**config.mk**
```make
export PLATFORM = sky130hd
export DESIGN_NAME = mgc_ctrl
export DESIGN_NICKNAME = d
export VERILOG_FILES = /design/src/rtl/mgc_pkg.sv /design/src/rtl/mgc_ctrl.sv
export SDC_FILE = /design/constraint.sdc
export NUM_CORES = 1
export LEC_CHECK = 0
export ABC_AREA = 0
export BUFFER_PORTS_ARGS = -buffer_cell sky130_fd_sc_hd__buf_2
export CORE_AREA = 2 2 39 41
export CTS_CLUSTER_SIZE = 40
export DETAILED_ROUTE_END_ITERATION = 7
export DIE_AREA = 0 0 41 43
export PLACE_DENSITY = 0.47
export SYNTH_ARGS = -nofsm -noshare
export SYNTH_HDL_FRONTEND = slang
export SYNTH_SLANG_ARGS = --single-unit
```
**constraint.sdc**
```tcl
create_clock -name clk -period 1.6 [get_ports clk]
set_clock_uncertainty 0.15 [all_clocks]
set_input_delay 0.08 -clock clk [delete_from_list [all_inputs] [get_ports clk]]
set_output_delay 0.08 -clock clk [all_outputs]
set_load 0.05 [all_outputs]
```
**src/rtl/mgc_pkg.sv**
```systemverilog
// shared types and codes for the mutex grant coordinator
package mgc_pkg;

	localparam logic [1:0] ST_OK    = 2'd0;
	localparam logic [1:0] ST_QFULL = 2'd1;
	localparam logic [1:0] ST_EMPTY = 2'd2;
	localparam logic [1:0] ST_TFULL = 2'd3;

	localparam logic OP_REQUEST = 1'b0;
	localparam logic OP_RELEASE = 1'b1;

	// controller to datapath
	typedef struct packed {
		logic load;        // capture event, apply queue update
		logic scan_start;  // begin table scan for scan_id
		logic scan_grant;  // scan target is the grant id (else requester)
		logic scan_step;   // examine one table entry
		logic scan_commit; // register/insert and count
		logic finish;      // present result
	} mgc_cmd_t;

	// datapath to controller
	typedef struct packed {
		logic scan_last;
		logic grant;
	} mgc_stat_t;

endpackage

```
**src/rtl/mgc_ctrl.sv**
```systemverilog
// controller state machine for the mutex grant coordinator
module mgc_ctrl (
	input  logic             clk,
	input  logic             arst_n,
	input  logic             start,
	output logic             busy,
	output mgc_pkg::mgc_cmd_t cmd,
	input  mgc_pkg::mgc_stat_t stat
);
	import mgc_pkg::*;

	localparam logic [2:0] S_IDLE  = 3'd0;
	localparam logic [2:0] S_RSCAN = 3'd1;
	localparam logic [2:0] S_RCOM  = 3'd2;
	localparam logic [2:0] S_GSCAN = 3'd3;
	localparam logic [2:0] S_GCOM  = 3'd4;
	localparam logic [2:0] S_DONE  = 3'd5;

	logic [2:0] state_q, state_d;

	always_ff @(posedge clk or negedge arst_n) begin
		if (!arst_n) state_q <= S_IDLE;
		else state_q <= state_d;
	end

	always_comb begin
		state_d = state_q;
		cmd = '0;
		busy = (state_q != S_IDLE);
		unique case (state_q)
			S_IDLE: begin
				if (start) begin
					cmd.load = 1'b1;
					cmd.scan_start = 1'b1;
					state_d = S_RSCAN;
				end
			end
			S_RSCAN: begin
				cmd.scan_step = 1'b1;
				if (stat.scan_last) state_d = S_RCOM;
			end
			S_RCOM: begin
				// commit is still for the requester scan
				cmd.scan_commit = 1'b1;
				if (stat.grant) begin
					cmd.scan_start = 1'b1;
					state_d = S_GSCAN;
				end else state_d = S_DONE;
			end
			S_GSCAN: begin
				cmd.scan_step = 1'b1;
				cmd.scan_grant = 1'b1;
				if (stat.scan_last) state_d = S_GCOM;
			end
			S_GCOM: begin
				cmd.scan_commit = 1'b1;
				cmd.scan_grant = 1'b1;
				state_d = S_DONE;
			end
			S_DONE: begin
				cmd.finish = 1'b1;
				state_d = S_IDLE;
			end
			default: state_d = S_IDLE;
		endcase
	end
endmodule

```
## After elaboration in Yosys (flattened, before gate mapping)

Cells that the tools add are included.

- Eq/ne operators: 8
- Mux-type cells: 13
- Reductions and logical operators: 6

Operator list:

| operator | count |
|---|---|
| case mux 3 bit (5 select lines) | 1 |
| 2-to-1 mux 3 bit | 4 |
| == test 3 x 2 -> 1 bit, second input constant | 2 |
| == test 3 bit, second input constant | 2 |
| 2-to-1 mux 1 bit | 6 |
| inequality test 2 bit, second input constant | 3 |
| OR reduction 2 bit | 3 |
| == test 3 x 1 -> 1 bit, second input constant | 1 |
| zero test 3 bit | 1 |
| AND reduction 3 bit | 1 |
| nonzero test 3 bit | 1 |
| 2-to-1 mux 2 bit | 1 |
| case mux 1 bit (2 select lines) | 1 |

- Bits in registers: 3
- Input bits: 5
- Output and inout bits: 7
- Logic and storage cells: 28

## Logic depth before layout (Yosys ltp)

Gate-level depths: netlist (run 1).

- Word-level depth: 3
- Mapped depth: 3
- Depth with buffers taken out: 2

## Least setup slack after synthesis (run 1)

Ideal clock, no wire load.

- Path type: flip-flop to output port
- Start: reg state_q[1]
- End: out cmd[4] (netlist bit)
- Arrival time: 1635 ps
- Required time: 1370 ps
- Setup slack: -265 ps
- Cell stages (with the launch flop): 4
- Path buffers: 1
- Cell sequence: dfrtp_1 -> buf_6 -> mux2i_1 -> nor3_1

RTL lines:

| item | line | source |
|---|---|---|
| start, declared | mgc_ctrl.sv:19 | `logic [2:0] state_q, state_d;` |
| start signal, assigned | mgc_ctrl.sv:23 | `else state_q <= state_d;` |
| end, declared | mgc_ctrl.sv:7 | `output mgc_pkg::mgc_cmd_t cmd,` |

==> results of run 1 <==
==> tightest hold or removal path, stage by stage <==
cell and delay, ns:
sky130_fd_sc_hd__buf_2 0.11, sky130_fd_sc_hd__nand4b_1 0.09, sky130_fd_sc_hd__o221ai_1 0.08
==> area by class of cell <==
type | count | share of cell area [%]
Clock buffer | 4 | 6.62
Inverter | 2 | 1.89
Multi-Input combinational cell | 19 | 37.9
Sequential cell | 3 | 19.2
Tap cell | 16 | 5.05
Timing Repair Buffer | 17 | 29.3
==> synthesized netlist by cell type (all sizes together) <==
master and number:
dfrtp 3, or3 1, nor2 3, nand4b 1, a211oi 1, o211a 1, nand2 1, or2 1
o21ai 1, buf 2, mux2i 2, o221ai 1, or2b 1, xnor2 1, nor3 1, a21oi 2
inv 2, nand2b 1
==> worst paths after layout <==
check                           start         end  slack (ns)  cells after the start
max in group asynchronous      arst_n  state_q[2]        1.16                      2
min in group asynchronous      arst_n  state_q[2]        0.02                      2
min reg2reg                state_q[2]  state_q[1]        0.47                      2
min                           stat[1]  state_q[2]        0.01                      3
max reg2reg                state_q[2]  state_q[0]        0.31                      2
max                        state_q[2]      cmd[3]        0.06                      3
==> layout by cell type, fill, tap and decap left out, drive strengths merged, types with 2 or more instances in the layout <==
master / count
dfrtp: 3
dlygate4sd3: 2
mux2i: 2
clkbuf: 4
nor2: 3
a21oi: 2
inv: 2
buf: 15
==> kinds of logic (layout without fill, tap and decap cells) <==
kind of cell / after synthesis / in the layout / share of synthesized area (%)
and+or+nand+nor: 10 / 10 / 26.2
AOI/OAI and AO/OA: 6 / 6 / 18.0
buffers and inverters: 4 / 23 / 10.4
DFF: 3 / 3 / 32.8
muxes: 2 / 2 / 8.74
xor gates and xnor gates: 1 / 1 / 3.83
==> metrics by stage <==
stage / area (um2) / cells / util, % / hold WS, ns
floorplan: 249 / 26 / - / -0.366
global placement: 323 / 53 / 23.3 / -0.272
detailed placement: 323 / 53 / 23.3 / -0.274
CTS: 378 / 59 / 27.3 / 0.00135
global route: 397 / 61 / 28.7 / 0.0362
finish: 397 / 61 / 28.7 / 0.0128
==> repair_timing <==
action	in CTS	in global routing
endpoints found under the setup margin	3	2
resized for setup	4	1
setup buffers	0	2
hold endpoints to repair	4	0
pin swaps	0	0
hold buffers	2	0
==> metal layers <==
metal,vias to the layer above,track usage [%],share of wire [%]
met5,-,0,0
met4,0,10.0,0
met3,0,3.66,10
met2,8,10.0,45
met1,114,9.42,44
li1,127,-,-
==> results.cfg, run 1 <==
[outcome]
status = finished, final reports clean

[route]
vias = 249
wl_um = 605
remaining_drc_errors = 0
detail_route.wl_per_cell_um = 9.92
final_antenna_net_count = 0
initial_detailed_routing_violation_count = 3
vias_per_cell = 4.08
detailedRoute.firstPassIterationCount = 3

[setup_path]
type_of_the_worst_setup_path = reg2out
timing.critical_path.cells = or2b_1 > mux2i_2 > buf_6
cp_slowest_cell = sky130_fd_sc_hd__dfrtp_2
critPathRequiredTime_ns = 1.37
crit_buf_inv = 1
arrival_time_of_data_at_the_critical_path_endpoint_ns = 1.31
worst_path_largest_cell_delay_ns = 0.44
largest_delay_share_family_worst_path = flip-flops
crit_path_end_kind = output pin
worstSetupStartpointType = flip-flop
worst-path-max-fanout = 7

[die]
design.die.area_mm2 = 0.00176
io_pins = 12
initial_utilization_pct = 16.5
core_mm2 = 0.00138
rows = 14
fp.dieW_um = 41
floorplan.die.height_um = 43

[finish]
synthesis_to_finish_area_growth_pct = 73.2
largest_registers = state_q: 3 flops
post_route_cells_drive_above_1_share_pct = 55.6
final_net_count = 51
register_area_um2 = 76.3
antenna_cells = 0
fillerInstances = 163
top_register = state_q
largest_register_ffs = 3
multi_input_area_um2 = 150

[timing]
timing.final.max_slew_violations = 0
setup_violations = 0
setup_ws_ns = 0.0565
totalNegativeSetupSlack_ns = 0
fin_crit_ns = 1.54
finalCritPeriodShare_pct = 96.5
timing.slew.headroom_pct = 83.5
max_slew.worst_pin.slew_ns = 0.250
fmax_ghz = 0.648
finalHoldViolCount = 0
grt_setup_unrepaired = false

[placed_design]
numPortBuffers = 11
place_ws_ns = 0.193
gp_congestion = 0.654
detailed_place_hpwl_um = 425

[synthesis]
mappedNetlistNets = 31
yosys_register_bits = 3
ys_seq_area_share_pct = 32.8
post-synth-top-area-cell = sky130_fd_sc_hd__dfrtp_1
syn_area_um2 = 229
cells_taking_the_most_area_after_synthesis = sky130_fd_sc_hd__dfrtp_1 33%, sky130_fd_sc_hd__mux2i_1 8.7%, sky130_fd_sc_hd__buf_6 4.9%
synth_cell_types = 19
synth_top_area_share_pct = 32.8
syn-mean-instance-area_um2 = 8.81
yosysWarnings = 0
number_of_standard_cells_after_synthesis = 26

[run]
max_cap_violations = 0

[clocking]
cts_tree = built
cts_buffer_depth = 2
later_pin_clock_latency_in_the_skew_report_ns = 0.24
cts_inserted_buffers = 3
cts.sinks = 3
cts.htree.levels = 1
cell_at_the_root_of_the_clock_tree = sky130_fd_sc_hd__clkbuf_4
clk_pin_slew_ns = 0.04

[hold_path]
hold_path_class = in2reg

[grt]
track_usage_pct = 8.36
grt_pass1_wl_um = 883
first_global_vias = 213
antenna_found_initial = 0
maximum_number_of_pins_on_one_net_before_global_route_repair = 11
global_route.overflow_total = 0
Power of run 1 is left out: the tool's default activity adds up to more than one toggle a clock period on the data nets, which glitch-free logic cannot reach.
==> run 2: changes to the inputs <==
--- a/config.mk
+++ b/config.mk
@@ -7,11 +7,13 @@
 export LEC_CHECK = 0
 export ABC_AREA = 0
 export BUFFER_PORTS_ARGS = -buffer_cell sky130_fd_sc_hd__buf_2
+export CELL_PAD_IN_SITES_DETAIL_PLACEMENT = 1
+export CELL_PAD_IN_SITES_GLOBAL_PLACEMENT = 1
 export CORE_AREA = 2 2 39 41
 export CTS_CLUSTER_SIZE = 40
 export DETAILED_ROUTE_END_ITERATION = 7
 export DIE_AREA = 0 0 41 43
-export PLACE_DENSITY = 0.47
+export PLACE_DENSITY = 0.57
 export SYNTH_ARGS = -nofsm -noshare
 export SYNTH_HDL_FRONTEND = slang
 export SYNTH_SLANG_ARGS = --single-unit
==> run 2 against run 1 <==
  * Cell count fell by 1.6%
  * Maximum frequency rose by 0.51%
  * Sequential share of layout area rose by 0.061 points
  * Clock-buffer cell count did not move
  * Sequential cell count did not move
  * Worst setup slack improved by 0.0078 ns
  * Wire length rose by 12%
  * Global-route usage rose by 1.3 points
  * Utilization fell by 0.090 points
  * Register-to-register slack barely moved
==> results.cfg, run 2 (same netlist as run 1, synthesis figures left out) <==
[outcome]
status = finished, final reports clean

[finish]
fillerInstances = 169
post_route_cells_drive_above_1_share_pct = 54.5
largest_register_ffs = 3
instances_no_fill = 60
final_cell_mix = 7 x sky130_fd_sc_hd__buf_2, 4 x sky130_fd_sc_hd__clkbuf_4, 4 x sky130_fd_sc_hd__buf_4
most_frequent_standard_cell_in_the_layout_excluding_fill_and_tap_cells = sky130_fd_sc_hd__buf_2
final_net_count = 50
antenna_cells = 0
largest_registers = state_q: 3 flops
synthesis_to_finish_area_growth_pct = 72.7
top_register = state_q

[clocking]
later_pin_clock_latency_in_the_skew_report_ns = 0.23
cts.sinks = 3
cts_inserted_buffers = 3
cts_tree = built
clk_pin_slew_ns = 0.04
cell_at_the_root_of_the_clock_tree = sky130_fd_sc_hd__clkbuf_4
cts.htree.levels = 1
cts_buffer_depth = 2

[setup_path]
timing.critical_path.cells = or2b_1 > mux2i_2 > buf_6
r2r-start = state_q[1]
worst_r2r_path_depth = 2
arrival_time_of_data_at_the_critical_path_endpoint_ns = 1.31
type_of_the_worst_setup_path = reg2out
crit_path_end_kind = output pin
worstSetupStartpointType = flip-flop
r2r_end = state_q[0]
worst_path_largest_cell_delay_ns = 0.43
critPathRequiredTime_ns = 1.37
cp_slowest_cell = sky130_fd_sc_hd__dfrtp_2
timing.reg2reg.setup_slack_ns = 0.30
worst-path-max-fanout = 6

[timing]
timing.final.max_slew_violations = 0
timing.slew.headroom_pct = 83.6
max_slew.worst_pin.slew_ns = 0.248
fin_crit_ns = 1.54
finalHoldViolCount = 0
fmax_ghz = 0.651
grt_setup_unrepaired = true
finalCritPeriodShare_pct = 96.0
setup_violations = 0
whs_ns = 0.0264

[grt]
maximum_number_of_pins_on_one_net_before_global_route_repair = 11
track_usage_pct = 9.67
top_usage_layer = met2
first_global_vias = 227
antenna_found_initial = 0
globalRouteMet2Util_pct = 12.5
global_route.overflow_total = 0
global_route.usage.met1_pct = 12.3
grt_use_met3_pct = 9.42
grt_pass1_wl_mm = 1.05

[placed_design]
detailed_place_hpwl_um = 510
gp_congestion = 0.669
numPlacedInstances = 54
numPortBuffers = 11

[die]
floorplan.die.height_um = 43
core_mm2 = 0.00138
rows = 14
io_pins = 12
fp.dieW_um = 41
design.die.area_mm2 = 0.00176
initial_utilization_pct = 16.5

[route]
remaining_drc_errors = 0
vias = 245
wl_um = 678
detailedRoute.firstPassIterationCount = 1
vias_per_cell = 4.08
final_antenna_net_count = 0
detail_route.wl_per_cell_um = 11.3
initial_detailed_routing_violation_count = 0

[run]
max_cap_violations = 0

[hold_path]
hold_path_class = in2async
==> run 2: cell count changes in the layout (fill, tap and decap cells not counted) <==
cell,change
sky130_fd_sc_hd__buf_2,-1
sky130_fd_sc_hd__buf_6,+1
sky130_fd_sc_hd__clkbuf_4,+1
sky130_fd_sc_hd__buf_4,-2
==> run 2: worst max path at each step <==
| stage | from | to | slack (ns) | cells past startpoint |
|---|---|---|---|---|
| floorplan | state_q[1] | cmd[0] | 0.02 | 3 |
| global placement | state_q[1] | cmd[5] | 0.22 | 3 |
| detailed placement | state_q[1] | cmd[5] | 0.23 | 3 |
| CTS | state_q[1] | cmd[5] | 0.03 | 3 |
| global route | state_q[2] | cmd[3] | -0.004 | 3 |
| finish | state_q[2] | cmd[3] | 0.06 | 3 |
==> run 2: repair_timing <==
item | in CTS | in global routing
endpoints found under the hold margin | 4 | 0
endpoints found under the setup margin | 3 | 4
hold buffers | 2 | 0
setup buffers | 0 | 0
resized for setup | 3 | 4
==> run 2: layout make-up <==
type                       count  area (um2)  area share [%]
multi-input combinational     19         150            38.0
timing repair buffer          16         115            29.1
sequential                     3        76.3            19.3
clock buffer                   4        26.3            6.65
tap                           16        20.0            5.06
inverter                       2        7.51            1.90
==> run 2: routing by layer <==
layer / vias to the layer above / part of all wire [%]
met5: - / 0
met3: 0 / 8.1
met2: 8 / 44
met1: 111 / 48
li1: 126 / -
met4: 0 / 0
==> run 2: worst max-delay path, delay by kind of cell, from the launching register on <==
family        cells  cell delay [ns]
simple gates      1             0.28
flops             1             0.43
mux               1             0.18
buf+inv           1             0.18
==> run 2: metrics by stage <==
stage               utilization (%)  setup slack [ns]  cell area (um2)  setup TNS [ns]
floorplan                         -            0.0249              249               0
global placement               23.9             0.221              330               0
detailed placement             23.9             0.230              330               0
CTS                            27.8            0.0266              384               0
global route                   28.6          -0.00419              395        -0.00419
finish                         28.6            0.0643              395               0
Power of run 2 is left out for the same reason.
